--- src/sv/dfam_pkg.sv ---
`default_nettype none
package dfam_pkg;

  localparam int StateW = 4;
  localparam int SymW   = 8;
  localparam int SlotW  = 4;
  localparam int SizeW  = 5;
  localparam int StatW  = 2;
  localparam int FuncW  = 2;
  localparam int RegW   = 2;
  localparam int CfgW   = 5;
  localparam int SlotMax = 16;

  localparam logic [FuncW-1:0] FN_ALPHA  = 2'd0;
  localparam logic [FuncW-1:0] FN_TABLE  = 2'd1;
  localparam logic [FuncW-1:0] FN_SYMBOL = 2'd2;

  localparam logic [StatW-1:0] ST_OK      = 2'd0;
  localparam logic [StatW-1:0] ST_UNKNOWN = 2'd1;
  localparam logic [StatW-1:0] ST_IGNORED = 2'd2;

  localparam logic [RegW-1:0] REG_INITIAL    = 2'd0;
  localparam logic [RegW-1:0] REG_FINAL      = 2'd1;
  localparam logic [RegW-1:0] REG_ALPHA_SIZE = 2'd2;

  typedef struct packed {
    logic              is_symbol;
    logic              first;
    logic              found;
    logic [SlotW-1:0]  col;
    logic [StateW-1:0] row;
    logic [StateW-1:0] target;
  } cmd_t;

  typedef struct packed {
    logic [StateW-1:0] initial_state;
    logic [StateW-1:0] accept_state;
  } walk_cfg_t;

endpackage
`default_nettype wire

--- src/sv/dfam_item_if.sv ---
`default_nettype none
interface dfam_item_if;
  logic       valid;
  logic       ready;
  logic [1:0] func;
  logic       first_of_string;
  logic [7:0] symbol;
  logic [3:0] column_index;
  logic [3:0] row_state;
  logic [3:0] target_state;

  modport source (
    output valid, func, first_of_string, symbol, column_index, row_state, target_state,
    input  ready
  );
  modport sink (
    input  valid, func, first_of_string, symbol, column_index, row_state, target_state,
    output ready
  );
endinterface
`default_nettype wire

--- src/sv/dfam_result_if.sv ---
`default_nettype none
interface dfam_result_if;
  logic       valid;
  logic       ready;
  logic [3:0] state_before;
  logic       accepted_before;
  logic [3:0] state_after;
  logic       accepted_after;
  logic [1:0] status;

  modport source (
    output valid, state_before, accepted_before, state_after, accepted_after, status,
    input  ready
  );
  modport sink (
    input  valid, state_before, accepted_before, state_after, accepted_after, status,
    output ready
  );
endinterface
`default_nettype wire

--- src/sv/dfam_cfg_if.sv ---
`default_nettype none
interface dfam_cfg_if;
  logic       valid;
  logic       ready;
  logic [1:0] index;
  logic [4:0] data;

  modport source (output valid, index, data, input ready);
  modport sink (input valid, index, data, output ready);
endinterface
`default_nettype wire

--- src/sv/dfam_front.sv ---
`default_nettype none
module dfam_front
  import dfam_pkg::*;
#(
  parameter int MAX_SYMBOLS = 16,
  parameter int NUM_STATES  = 16
) (
  input  wire logic             clk,
  dfam_item_if.sink             item,
  input  wire logic [SizeW-1:0] slot_limit,
  input  wire logic             q_full,
  output      logic             push,
  output      cmd_t             push_cmd
);

  localparam int AlphaDepth = (MAX_SYMBOLS < SlotMax) ? MAX_SYMBOLS : SlotMax;
  localparam int Rows       = (NUM_STATES < SlotMax) ? NUM_STATES : SlotMax;

  logic [SymW-1:0] alpha [AlphaDepth];
  logic            accept;
  logic            found;
  logic [SlotW-1:0] slot;
  logic            tbl_ok;

  assign item.ready = !q_full;
  assign accept     = item.valid && item.ready;

  // lowest matching slot below the alphabet size
  always_comb begin
    found = 1'b0;
    slot  = '0;
    for (int i = AlphaDepth - 1; i >= 0; i--) begin
      if (alpha[i] == item.symbol && SizeW'(i) < slot_limit) begin
        found = 1'b1;
        slot  = SlotW'(i);
      end
    end
  end

  assign tbl_ok = (5'(item.row_state) < 5'(Rows)) && (5'(item.column_index) < 5'(AlphaDepth));

  always_ff @(posedge clk) begin
    for (int i = 0; i < AlphaDepth; i++) begin
      if (accept && item.func == FN_ALPHA && item.column_index == SlotW'(i)) begin
        alpha[i] <= item.symbol;
      end
    end
  end

  always_comb begin
    push_cmd.is_symbol = (item.func == FN_SYMBOL);
    push_cmd.first     = item.first_of_string;
    push_cmd.found     = found;
    push_cmd.col       = (item.func == FN_SYMBOL) ? slot : item.column_index;
    push_cmd.row       = item.row_state;
    push_cmd.target    = item.target_state;
    push = accept && ((item.func == FN_SYMBOL) || (item.func == FN_TABLE && tbl_ok));
  end

endmodule
`default_nettype wire

--- src/sv/dfam_queue.sv ---
`default_nettype none
module dfam_queue
  import dfam_pkg::*;
(
  input  wire logic clk,
  input  wire logic rst,
  input  wire logic push,
  input  wire cmd_t push_cmd,
  output      logic full,
  input  wire logic pop,
  output      logic not_empty,
  output      cmd_t head
);

  cmd_t       slots [2];
  logic       wr_ptr;
  logic       rd_ptr;
  logic [1:0] count;

  assign full      = (count == 2'd2);
  assign not_empty = (count != 2'd0);
  assign head      = slots[rd_ptr];

  always_ff @(posedge clk) begin
    if (push) begin
      slots[wr_ptr] <= push_cmd;
    end
  end

  always_ff @(posedge clk) begin
    if (rst) begin
      wr_ptr <= 1'b0;
      rd_ptr <= 1'b0;
      count  <= 2'd0;
    end else begin
      if (push) begin
        wr_ptr <= !wr_ptr;
      end
      if (pop) begin
        rd_ptr <= !rd_ptr;
      end
      count <= count + 2'(push) - 2'(pop);
    end
  end

endmodule
`default_nettype wire

--- src/sv/dfam_back.sv ---
`default_nettype none
module dfam_back
  import dfam_pkg::*;
#(
  parameter int MAX_SYMBOLS = 16,
  parameter int NUM_STATES  = 16
) (
  input  wire logic      clk,
  input  wire logic      rst,
  input  wire walk_cfg_t cfg,
  input  wire logic      q_valid,
  input  wire cmd_t      head,
  output      logic      pop,
  dfam_result_if.source  result
);

  localparam int Rows  = (NUM_STATES < SlotMax) ? NUM_STATES : SlotMax;
  localparam int Cols  = (MAX_SYMBOLS < SlotMax) ? MAX_SYMBOLS : SlotMax;
  localparam int RowB  = (Rows > 1) ? $clog2(Rows) : 1;
  localparam int ColB  = (Cols > 1) ? $clog2(Cols) : 1;
  localparam int Depth = 1 << (RowB + ColB);
  localparam int CmpW  = 9;

  localparam logic S_RUN    = 1'b0;
  localparam logic S_LOOKUP = 1'b1;

  logic [StateW-1:0] mem [Depth];
  logic [StateW-1:0] rd_data;
  logic              state;
  logic [StateW-1:0] cur;
  logic              halted;
  logic [StateW-1:0] pend_before;
  logic              pend_oob;

  logic              out_free;
  logic [StateW-1:0] step_from;
  logic              halt_eff;
  logic              sym_pop;
  logic              tbl_we;
  logic              rd_en;
  logic [StateW-1:0] after;

  assign out_free  = !result.valid || result.ready;
  assign pop       = q_valid && state == S_RUN && out_free;
  assign sym_pop   = pop && head.is_symbol;
  assign tbl_we    = pop && !head.is_symbol;
  assign step_from = head.first ? cfg.initial_state : cur;
  assign halt_eff  = head.first ? 1'b0 : halted;
  assign rd_en     = sym_pop && !halt_eff && head.found;
  assign after     = pend_oob ? '0 : rd_data;

  always_ff @(posedge clk) begin
    if (tbl_we) begin
      mem[{head.row[RowB-1:0], head.col[ColB-1:0]}] <= head.target;
    end
    if (rd_en) begin
      rd_data <= mem[{step_from[RowB-1:0], head.col[ColB-1:0]}];
    end
  end

  always_ff @(posedge clk) begin
    if (rst) begin
      state        <= S_RUN;
      cur          <= '0;
      halted       <= 1'b0;
      result.valid <= 1'b0;
    end else begin
      unique case (state)
        S_RUN: begin
          if (sym_pop) begin
            cur                    <= step_from;
            result.state_before    <= step_from;
            result.accepted_before <= (step_from == cfg.accept_state);
            result.state_after     <= step_from;
            result.accepted_after  <= 1'b0;
            pend_before            <= step_from;
            pend_oob               <= (CmpW'(step_from) >= CmpW'(NUM_STATES));
            if (halt_eff) begin
              halted        <= 1'b1;
              result.status <= ST_IGNORED;
              result.valid  <= 1'b1;
            end else if (!head.found) begin
              halted        <= 1'b1;
              result.status <= ST_UNKNOWN;
              result.valid  <= 1'b1;
            end else begin
              halted       <= 1'b0;
              result.valid <= 1'b0;
              state        <= S_LOOKUP;
            end
          end else if (result.valid && result.ready) begin
            result.valid <= 1'b0;
          end
        end
        S_LOOKUP: begin
          cur                    <= after;
          result.state_before    <= pend_before;
          result.accepted_before <= (pend_before == cfg.accept_state);
          result.state_after     <= after;
          result.accepted_after  <= (after == cfg.accept_state);
          result.status          <= ST_OK;
          result.valid           <= 1'b1;
          state                  <= S_RUN;
        end
        default: begin
          state <= S_RUN;
        end
      endcase
    end
  end

endmodule
`default_nettype wire

--- src/sv/table_driven_dfa_matcher_core.sv ---
`default_nettype none
// channel  dir  request
// item     in   load slot / load table entry / feed symbol
// result   out  one per fed symbol
// cfg      in   register write (initial, final, alphabet size)
//
// slot loads finish in the intake; table loads are written to the table in the walker
// a matched symbol goes through the synchronous table memory read, then the lookup
// state that registers its result; an unknown or ignored symbol registers its result at once
// a two-entry queue separates intake from the walker; intake stalls only when it fills
// synchronous reset clears state, halt flag and registers; stores are undefined until written
module table_driven_dfa_matcher_core
  import dfam_pkg::*;
#(
  parameter int MAX_SYMBOLS = 16,
  parameter int NUM_STATES  = 16
) (
  input wire logic      clk,
  input wire logic      rst,
  dfam_item_if.sink     item,
  dfam_result_if.source result,
  dfam_cfg_if.sink      cfg
);

  logic [StateW-1:0] initial_state;
  logic [StateW-1:0] accept_state;
  logic [SizeW-1:0]  slot_limit;
  walk_cfg_t         walk_cfg;

  logic q_full;
  logic push;
  cmd_t push_cmd;
  logic pop;
  logic q_valid;
  cmd_t head;

  assign cfg.ready = 1'b1;

  always_ff @(posedge clk) begin
    if (rst) begin
      initial_state <= '0;
      accept_state  <= '0;
      slot_limit    <= '0;
    end else if (cfg.valid && cfg.ready) begin
      unique case (cfg.index)
        REG_INITIAL:    initial_state <= cfg.data[StateW-1:0];
        REG_FINAL:      accept_state  <= cfg.data[StateW-1:0];
        REG_ALPHA_SIZE: slot_limit    <= cfg.data[SizeW-1:0];
        default: begin
        end
      endcase
    end
  end

  assign walk_cfg.initial_state = initial_state;
  assign walk_cfg.accept_state  = accept_state;

  dfam_front #(
    .MAX_SYMBOLS (MAX_SYMBOLS),
    .NUM_STATES  (NUM_STATES)
  ) u_front (
    .clk        (clk),
    .item       (item),
    .slot_limit (slot_limit),
    .q_full     (q_full),
    .push       (push),
    .push_cmd   (push_cmd)
  );

  dfam_queue u_queue (
    .clk       (clk),
    .rst       (rst),
    .push      (push),
    .push_cmd  (push_cmd),
    .full      (q_full),
    .pop       (pop),
    .not_empty (q_valid),
    .head      (head)
  );

  dfam_back #(
    .MAX_SYMBOLS (MAX_SYMBOLS),
    .NUM_STATES  (NUM_STATES)
  ) u_back (
    .clk     (clk),
    .rst     (rst),
    .cfg     (walk_cfg),
    .q_valid (q_valid),
    .head    (head),
    .pop     (pop),
    .result  (result)
  );

endmodule
`default_nettype wire
--- src/flat_wrapper.sv ---
// flat-port wrapper written by rule: the top's interface ports become plain ports
module table_driven_dfa_matcher_core_flat import dfam_pkg::*;
#(
  parameter int MAX_SYMBOLS = 16,
  parameter int NUM_STATES  = 16
)
  (clk, rst, item_valid, item_func, item_first_of_string, item_symbol, item_column_index, item_row_state, item_target_state, item_ready, result_valid, result_state_before, result_accepted_before, result_state_after, result_accepted_after, result_status, result_ready, cfg_valid, cfg_index, cfg_data, cfg_ready);
  dfam_item_if item_i ();
  dfam_result_if result_i ();
  dfam_cfg_if cfg_i ();
  input wire logic clk;
  input wire logic rst;
  input wire logic [$bits(item_i.valid)-1:0] item_valid;
  input wire logic [$bits(item_i.func)-1:0] item_func;
  input wire logic [$bits(item_i.first_of_string)-1:0] item_first_of_string;
  input wire logic [$bits(item_i.symbol)-1:0] item_symbol;
  input wire logic [$bits(item_i.column_index)-1:0] item_column_index;
  input wire logic [$bits(item_i.row_state)-1:0] item_row_state;
  input wire logic [$bits(item_i.target_state)-1:0] item_target_state;
  output wire logic [$bits(item_i.ready)-1:0] item_ready;
  output wire logic [$bits(result_i.valid)-1:0] result_valid;
  output wire logic [$bits(result_i.state_before)-1:0] result_state_before;
  output wire logic [$bits(result_i.accepted_before)-1:0] result_accepted_before;
  output wire logic [$bits(result_i.state_after)-1:0] result_state_after;
  output wire logic [$bits(result_i.accepted_after)-1:0] result_accepted_after;
  output wire logic [$bits(result_i.status)-1:0] result_status;
  input wire logic [$bits(result_i.ready)-1:0] result_ready;
  input wire logic [$bits(cfg_i.valid)-1:0] cfg_valid;
  input wire logic [$bits(cfg_i.index)-1:0] cfg_index;
  input wire logic [$bits(cfg_i.data)-1:0] cfg_data;
  output wire logic [$bits(cfg_i.ready)-1:0] cfg_ready;
  assign item_i.valid = item_valid;
  assign item_i.func = item_func;
  assign item_i.first_of_string = item_first_of_string;
  assign item_i.symbol = item_symbol;
  assign item_i.column_index = item_column_index;
  assign item_i.row_state = item_row_state;
  assign item_i.target_state = item_target_state;
  assign item_ready = item_i.ready;
  assign result_valid = result_i.valid;
  assign result_state_before = result_i.state_before;
  assign result_accepted_before = result_i.accepted_before;
  assign result_state_after = result_i.state_after;
  assign result_accepted_after = result_i.accepted_after;
  assign result_status = result_i.status;
  assign result_i.ready = result_ready;
  assign cfg_i.valid = cfg_valid;
  assign cfg_i.index = cfg_index;
  assign cfg_i.data = cfg_data;
  assign cfg_ready = cfg_i.ready;
  table_driven_dfa_matcher_core #(.MAX_SYMBOLS(MAX_SYMBOLS), .NUM_STATES(NUM_STATES)) u_core (.clk(clk), .rst(rst), .item(item_i), .result(result_i), .cfg(cfg_i));
endmodule
--- config.mk ---
export PLATFORM = sky130hd
export DESIGN_NAME = table_driven_dfa_matcher_core_flat
export DESIGN_NICKNAME = d
export VERILOG_FILES = /design/src/sv/dfam_pkg.sv /design/src/sv/dfam_item_if.sv /design/src/sv/dfam_result_if.sv /design/src/sv/dfam_cfg_if.sv /design/src/sv/dfam_front.sv /design/src/sv/dfam_queue.sv /design/src/sv/dfam_back.sv /design/src/sv/table_driven_dfa_matcher_core.sv /design/src/flat_wrapper.sv
export SDC_FILE = /design/constraint.sdc
export NUM_CORES = 1
export LEC_CHECK = 0
export BUFFER_PORTS_ARGS = -buffer_cell sky130_fd_sc_hd__clkbuf_2
export CORE_MARGIN = 2
export CORE_UTILIZATION = 40
export DETAILED_ROUTE_END_ITERATION = 10
export HOLD_SLACK_MARGIN = 0.08
export SLEW_MARGIN = 20
export SYNTH_ARGS = -nofsm -noshare
export SYNTH_HDL_FRONTEND = slang
export SYNTH_SLANG_ARGS = --single-unit
--- constraint.sdc ---
create_clock -name clk -period 3.75 [get_ports clk]
set_input_delay 0.5625 -clock clk [delete_from_list [all_inputs] [get_ports clk]]
set_output_delay 0.5625 -clock clk [all_outputs]
set_load 0.02 [all_outputs]
Yosys cells after proc, flatten, opt, wreduce, memory -nomap -nowiden
Memory sizes are Yosys's and may differ from the RTL's. A register that Yosys moved wholly into a read port is not among the register bits.
Index checks and enable logic that the tools add are counted.

cells by class
  add/sub/neg operators = 2
  multipliers = 0
  divide/modulo/power cells = 0
  order comparisons = 16
  equality and inequality tests = 42
  shift-type cells = 0
  mux-type cells = 138
  bitwise gates (word level) = 2
  reduce and logical (&&, ||, !) cells = 76

operators by type and width
  operator                                            count
  2-to-1 mux 4 bit                                    34
  == test 8 bit                                       16
  2-to-1 mux 8 bit                                    15
  OR reduction 8 bit                                  15
  2-to-1 mux 1 bit                                    79
  logical AND 1 bit                                   42
  < comparator 4 x 5 -> 1 bit (first input constant)  8
  == test 4 bit (second input constant)               8
  < comparator 3 x 5 -> 1 bit (first input constant)  4
  == test 4 x 3 -> 1 bit (second input constant)      4
  case mux 4 bit (2 select lines)                     2
  == test 4 bit                                       3
  < comparator 1 x 5 -> 1 bit (first input constant)  2
  < comparator 2 x 5 -> 1 bit (first input constant)  2
  AND reduction 2 bit                                 5
  == test 4 x 2 -> 1 bit (second input constant)      2
  case mux 1 bit (2 select lines)                     4
  == test 2 bit (second input constant)               3
  logical NOT 1 bit                                   6
  2-to-1 mux 2 bit                                    3
  AND reduction 3 bit                                 2
  == test 2 x 1 -> 1 bit (second input constant)      2
  == test 4 x 1 -> 1 bit (second input constant)      1
  logical NOT 2 bit                                   2
  other kinds (10)                                    12

storage, ports and cells
  flip-flop bits (word level) = 40
  latch bits = 0
  memory bits (writable) = 1182
  bits in read-only memories = 0
  input bits = 35
  output and inout bits = 15
  logic and storage cells = 295
  memories kept = 3

memory list
  memory                depth  width  read ports  clocked after memory_dff  write ports  RTL line          text
  u_core.u_back.mem     256    4      1           1                         1            dfam_back.sv:27   logic [StateW-1:0] mem [Depth];
  u_core.u_front.alpha  16     8      16          0                         1            dfam_front.sv:19  logic [SymW-1:0] alpha [AlphaDepth];
  u_core.u_queue.slots  2      15     1           1                         1            dfam_queue.sv:15  cmd_t slots [2];

Logic depth before layout (Yosys ltp)
Gate-level depths: netlist of run 1.

  word-level depth = 23
  mapped depth = 12
  gate-level depth less buffers = 10

By module
A second synthesis of run 1 with hierarchy kept.

second synthesis, totals
  cell total of the unflattened synthesis = 2730
  area, all modules = 49632.6 sq um

modules (own cells, without submodules)
  module                         times used  cells each  area each (sq um)  sequential area each (sq um)
  dfam_back                      1           2188        41737.5            31490.2
  dfam_front                     1           422         5984.5             3843.7
  dfam_queue                     1           68          1357.6             1001.0
  table_driven_dfa_matcher_core  1           52          553.0              260.2

Worst setup path after synthesis of run 1
OpenSTA, ideal clock, no wires.

  kind = reg-to-reg
  start = register with a tool-made name
  end = memory u_core.u_back.mem[0][0] (data pin)
  setup time = 0.555 ns
  arrival time = 2.997 ns
  data required time = 3.195 ns
  path slack = 0.198 ns
  stages on the path, launching flop included = 5
  path buffers = 3
  period minus slack after synthesis = 3.552 ns
  cell sequence = dfxtp_1 -> buf_4 -> buf_2 -> buf_1 -> mux2_2

RTL lines
  item       RTL line
  to (decl)  dfam_back.sv:27

==> flow_summary_export.csv, run 1 <==
group,metric,value,unit
grt,overflow,0,
logic_synthesis,ys_seq_area_share,74.2,%
logic_synthesis,syn_area_per_cell,16.0,µm²
clock_tree,clkSinkCount,1227,
sta,hold_viol,0,
sta,fin_crit,3580,ps
clock_tree,insertion_delay,760,ps
clock_tree,cts_tree,"yes",
power,clkPwrFrac,34.3,%
logic_synthesis,yosys_most_used_dff,"edfxtp_1",
critical_path,crit_fanout,13,
cells_and_area,diodes,0,
grt,grt_first_pass_wirelength,202000,µm
critical_path,crit_slowest_cell,"a2111oi_1",
logic_synthesis,synth_area,0.0493,mm²
critical_path,path_class,"reg -> reg",
logic_synthesis,ys_warn_count,0,
critical_path,rr_endpoint,"u_core.u_back.rd_data[2]",
critical_path,crit_chain,"mux2_2 -> buf_4 -> nor2_4 -> buf_4 -> nand2_1 -> o22ai_1 -> a2111oi_1 -> nor2_1 -> o21ai_0 -> o32ai_1",
clock_tree,cts_root_buffer,"clkbuf_16",
sta,tightest_slew,987,ps
sta,rsz0062_at_grt,"false",
critical_path,cp-endpoint,"u_core.u_back.rd_data[2]",
placement,portBuffers,48,
placement,dp_slack,-236,ps
critical_path,crit_top_cell,"buf_4",
power,p_comb_share,22.4,%
critical_path,crit_family,"compound AO/OA/AOI/OAI gates",
sta,timing.slew.headroom,34.2,%
floorplan,core-area,0.122,mm²
critical_path,cp.buffers_inverters,2,
floorplan,io_pins,50,
floorplan,rows,128,
floorplan,start_util,40.4,%
floorplan,die_x,355,µm
cells_and_area,area_growth,16.7,%
power,pwr-share-seq,43.2,%
critical_path,arrival,4070,ps
route,routed_wl,139000,µm
route,drc,0,
critical_path,critPathRequiredTime,4230,ps
power,p_int,26.6,mW
logic_synthesis,synthCells,3077,
cells_and_area,finalNetCount,3380,
placement,post_dp_cell_area,0.0531,mm²
clock_tree,clockBufferDepth,3,
critical_path,end_kind,"register",
route,wl_per_cell,27.3,µm
sta,skew,34.6,ps
logic_synthesis,ys_types,67,
grt,grt_pass1_vias,28500,
critical_path,ff2ff_setup_slack,170,ps
sta,setup_viol,0,
run,drv_cap,0,
grt,track_usage,21.9,%
cells_and_area,final_cells,5065,
critical_path,r2r_cells,10,
grt,grt_max_degree,130,
logic_synthesis,synth_top_cell_area_share,73.2,%
logic_synthesis,synth-edff-count,1202,
power,leakage,18.8,nW
power,irDropWorstVdd,0.495,mV
clock_tree,numCtsBuffers,131,
route,drt_iter0_markers,3565,
worst_hold_path,hp-class,"in -> reg",
route,drtPass1Iterations,5,
sta,holdWs,133,ps
logic_synthesis,synth_most_common_cell,"edfxtp_1",
sta,fmax,279,MHz
cells_and_area,fillerInstances,10400,
placement,dpl.hpwl,88600,µm
cells_and_area,postLayoutCellArea,0.0576,mm²
power,switching_power,11.2,mW
power,power_density,656,mW/mm²
sta,min_period_over_period,95.6,%
cells_and_area,drive_above_1_share,19.3,%
status,status,"complete, no violations",
logic_synthesis,synthTopCellsByCount,"edfxtp_1, nand2_1, nor2_1",
sta,layout_setup_ws,165,ps
logic_synthesis,synth.area.top_cells,"edfxtp_1, mux4_2, nand2_1",
logic_synthesis,synth-seq-cells,1227,
sta,fin_tns_setup,0,ps
floorplan,die_y,355,µm
power,switching_share,29.6,%
placement,gp_congestion,0.917,
logic_synthesis,synth_top_cell_by_area,"edfxtp_1",
logic_synthesis,syn_nets,3116,
route,vias_per_cell,5.74,
logic_synthesis,async_flop_share,0,%
route,vias,29100,
critical_path,critical_path_depth,10,
sta,drv_slew,0,
clock_tree,clk_pin_slew,60,ps
placement,dpl.cell_count,4818,
critical_path,slowest_delay,640,ps
floorplan,dieArea,0.126,mm²
clock_tree,h-tree-depth,4,
grt,grt_antenna_before_repair,1,
critical_path,start_kind,"register",
route,antenna_left,0,
[placed cells by master, fill, tap and decap left out, drive strengths merged, types with 30 or more instances in the layout]
master,synthesis,final
a31oi,30,30
clkinv,0,50
a32oi,35,35
a22oi,36,36
mux2i,103,103
xor2,75,75
nor2,324,324
nand3,94,94
a21oi,79,79
buf,95,247
xnor2,65,65
nand4,32,32
edfxtp,1202,1202
inv,29,34
mux4,145,145
nand2,401,401
clkbuf,83,207
[layer usage]
metal  global-route usage [%]  part of all wire, %  vias to the layer above
li1                         -                    -                    12400
met1                     31.1                   41                    14900
met2                     33.4                   46                     1465
met3                     4.12                  8.8                      285
met4                     8.94                  4.0                        0
met5                        0                    0                        -
[worst min path at each step]
stage | from | to | slack, ps | depth (start not counted)
6_report | cfg_data[3] | u_core.slot_limit[3] | 130 | 3
5_1_grt | cfg_data[3] | u_core.slot_limit[3] | 130 | 3
4_1_cts | cfg_data[3] | u_core.accept_state[3] | 80 | 3
3_5_place_dp | u_core.u_back.cur[3] | u_core.u_back.cur[3] | 450 | 2
3_3_place_gp | u_core.u_back.cur[2] | u_core.u_back.cur[2] | 440 | 2
2_1_floorplan | u_core.u_back.cur[0] | u_core.u_back.cur[0] | 430 | 2
[power by group through the flow]
stage | Clock (mW) | Sequential, mW | Combinational [mW]
global placement | 0 | 16.6 | 8.31
finish | 13.0 | 16.3 | 8.47
CTS | 13.1 | 16.3 | 8.40
detailed placement | 0 | 16.6 | 8.34
global route | 13.6 | 16.3 | 8.88
floorplan | 0 | 16.7 | 4.59
[worst min-delay path: cells and delay by family]
| kind | cells | cell delay [ps] |
|---|---|---|
| buffers and inverters | 1 | 130 |
| muxes | 1 | 80 |
| and+or+nand+nor | 1 | 80 |
[stage by stage]
stage	utilization, %	power, mW
final	47.2	37.8
after floorplan	-	21.3
after global routing	47.2	38.9
after CTS	47.1	37.8
after global placement	43.5	24.9
after detailed placement	43.5	25.0
[sequential cells by signal, indices dropped and copies added, names as in the netlist, 2 cells and up, named ones only]
signal and count:
u_core.accept_state 4, u_core.initial_state 4, u_core.slot_limit 5, u_core.u_back.cur 4
u_core.u_back.mem 1024, u_core.u_back.pend_before 4, u_core.u_back.rd_data 4, u_core.u_back.result.state_after 4
u_core.u_back.result.state_before 4, u_core.u_back.result.status 2, u_core.u_front.alpha 128, u_core.u_queue.count 2
u_core.u_queue.slots 30
[cell families (layout without fill, tap and decap cells)]
group | Yosys count | after routing | synth area share [%]
AND/OR/NAND/NOR | 930 | 930 | 7.87
flip-flops | 1227 | 1227 | 74.2
XOR/XNOR | 140 | 140 | 2.49
other | 1 | 1 | 0.00760
AO/OA/AOI/OAI | 311 | 311 | 4.35
multiplexers | 257 | 258 | 8.94
buffers and inverters | 207 | 569 | 2.07
adder cells (fa/ha/maj) | 4 | 4 | 0.101
[area by class of cell]
cell class	count	area (µm²)	area share, %
timing repair buffer	308	2550	4.44
sequential	1227	36600	63.6
clock inverter	73	803	1.40
inverter	29	109	0.189
multi-input combinational	1644	12000	20.8
clock buffer	159	3470	6.02
tap	1625	2030	3.53
[timing repair]
item / 4_1_cts / 5_1_grt
endpoints found under the hold margin: 28 / 0
endpoints found under the setup margin: 2 / 3
cloned: 0 / 1
buffers inserted: 1 / 0
gates resized for setup: 7 / 3
pin swaps: 0 / 0
hold buffers: 13 / 0
Note: power is estimated with default switching activity, not from simulation.
==> inputs of run 2 (changes only) <==
- CORE_ASPECT_RATIO: not set -> 0.75
- clock period: 3.75 -> 3.7 ns (I/O delays scaled with it)
==> run 2 against run 1 <==
Worst hold slack gained 26 ps. Largest power group unchanged. First-iteration DRC count grew 33%. Clock power shrank 7%. Flip-flop and latch count is the same. Clock skew shrank 5.7 ps. Setup slack lost 160 ps. Fmax shrank 2.9%. Utilization shrank 0.63 points. Die area is essentially flat. Sequential power is essentially flat. Clock-buffer cell count shrank 27.
==> flow_summary_export.csv, run 2 (same netlist as run 1, synthesis figures left out) <==
group,metric,value,unit
clock_tree,cts_root_buffer,"clkbuf_16",
sta,timing.slew.headroom,29.0,%
critical_path,critPathRequiredTime,4130,ps
route,antenna_left,0,
clock_tree,clkSinkCount,1227,
grt,use_met3,6.32,%
critical_path,start_kind,"register",
route,wl_per_cell,28.3,µm
sta,hold_viol,0,
grt,overflow,0,
route,drt_iter0_markers,4731,
critical_path,end_kind,"register",
power,power,37.4,mW
critical_path,crit_slowest_cell,"a2111oi_1",
cells_and_area,multi_input_area,0.0120,mm²
grt,track_usage,22.5,%
sta,fin_crit,3690,ps
floorplan,core-area,0.122,mm²
grt,grt_first_pass_wirelength,205000,µm
sta,holdWs,160,ps
run,drv_cap,0,
power,irDropWorstVdd,0.396,mV
sta,fmax,271,MHz
sta,tightest_slew,1060,ps
cells_and_area,diodes,0,
placement,dpl.hpwl,94500,µm
worst_hold_path,hold_depth,3,
power,switching_power,11.2,mW
grt,grt_max_degree,133,
placement,gp_congestion,0.904,
grt,globalRouteMet1Util,35.3,%
clock_tree,post_cts_buffers,0,
cells_and_area,fin_util,46.5,%
clock_tree,h-tree-depth,3,
cells_and_area,fillerInstances,10500,
clock_tree,cts_tree,"yes",
power,switching_share,29.9,%
cells_and_area,largest_register_ffs,1024,
placement,portBuffers,48,
grt,grt.busiest_layer,"met1",
power,leakage,18.5,nW
floorplan,start_util,40.4,%
critical_path,arrival,4130,ps
grt,grt_pass1_vias,28100,
worst_hold_path,hp-class,"in -> reg",
sta,skew,28.9,ps
route,drtPass1Iterations,6,
power,pwr-share-seq,44.2,%
clock_tree,insertion_delay,720,ps
critical_path,crit_chain,"mux2_8 -> buf_4 -> mux4_2 -> a2111oi_1 -> a221oi_1 -> o21ai_0 -> o311a_1 -> a211oi_1",
critical_path,slowest_delay,680,ps
grt,grt_antenna_before_repair,4,
sta,setup_viol,0,
floorplan,die_x,410,µm
placement,dp_slack,-63.6,ps
sta,rsz0062_at_grt,"false",
floorplan,die_y,308,µm
power,power_density,657,mW/mm²
power,clkPwrFrac,32.4,%
grt,met2_usage,30.1,%
sta,layout_setup_ws,7.13,ps
cells_and_area,final_cell_mix,"edfxtp_1, nand2_1, nor2_1",
cells_and_area,final-seq-area,0.0366,mm²
critical_path,path_class,"reg -> reg",
cells_and_area,area_growth,15.3,%
power,p_comb_share,23.4,%
critical_path,r2r_cells,8,
route,vias,29400,
sta,min_period_over_period,99.8,%
worst_hold_path,hp-start,"cfg_data[3]",
cells_and_area,finalNetCount,3344,
cells_and_area,final_common_cell,"edfxtp_1",
clock_tree,clockBufferDepth,3,
clock_tree,numCtsBuffers,110,
critical_path,crit_fanout,25,
route,routed_wl,142000,µm
power,p_int,26.2,mW
clock_tree,clk_pin_slew,70,ps
floorplan,rows,111,
route,vias_per_cell,5.83,
floorplan,io_pins,50,
route,drc,0,
cells_and_area,drive_above_1_share,18.5,%
status,status,"complete, no violations",
floorplan,dieArea,0.126,mm²
sta,drv_slew,0,
==> run 2: final timing paths <==
| kind | slack [ps] | to |
|---|---|---|
| setup / recovery | 7 | u_core.u_back.rd_data[0] |
| hold / removal | 160 | u_core.accept_state[3] |
| setup reg to reg | 7 | u_core.u_back.rd_data[0] |
| hold reg to reg | 450 | u_core.u_back.cur[3] |
==> run 2: metrics by stage <==
stage	instances	instance area, µm²	TNS (ps)
after floorplan	3077	49300	0
after global placement	4820	53000	-348
after detailed placement	4821	53000	-63.6
after CTS	5037	56900	0
after global routing	5037	56900	0
final	5037	56900	0
==> run 2: repair_timing <==
item	4_1_cts	5_1_grt
endpoints found under the hold margin	19	0
resized for setup	1	0
setup endpoints to repair	1	0
hold buffers	10	0
==> run 2: cell type report <==
cell class | count | share of cell area (%)
timing repair buffer | 294 | 4.19
multi-input combinational | 1643 | 21.0
clock inverter | 74 | 1.50
sequential | 1227 | 64.3
tap | 1638 | 3.60
inverter | 29 | 0.191
clock buffer | 132 | 5.17
==> run 2: per-layer routing <==
layer | part of all wire, % | wire length, µm | vias up
met3 | 13 | 18300 | 232
li1 | - | - | 12300
met2 | 40 | 57600 | 1861
met4 | 2.7 | 3820 | 2
met5 | 0.0070 | 10 | -
met1 | 44 | 62600 | 15000
==> run 2: worst max-delay path, delay by kind of cell, from the launching register on <==
kind	cells	cell delay, ps
buffers and inverters	1	280
AO/OA/AOI/OAI	5	1570
multiplexers	2	1030
flip-flops	1	520
==> run 2: power by group through the flow <==
| stage | clock network [mW] | registers (mW) | logic, mW |
|---|---|---|---|
| final | 12.1 | 16.5 | 8.75 |
| after global placement | 0 | 16.8 | 8.54 |
| after CTS | 12.2 | 16.5 | 8.61 |
| after floorplan | 0 | 16.9 | 4.65 |
| after detailed placement | 0 | 16.8 | 8.58 |
| after global routing | 12.8 | 16.5 | 9.15 |
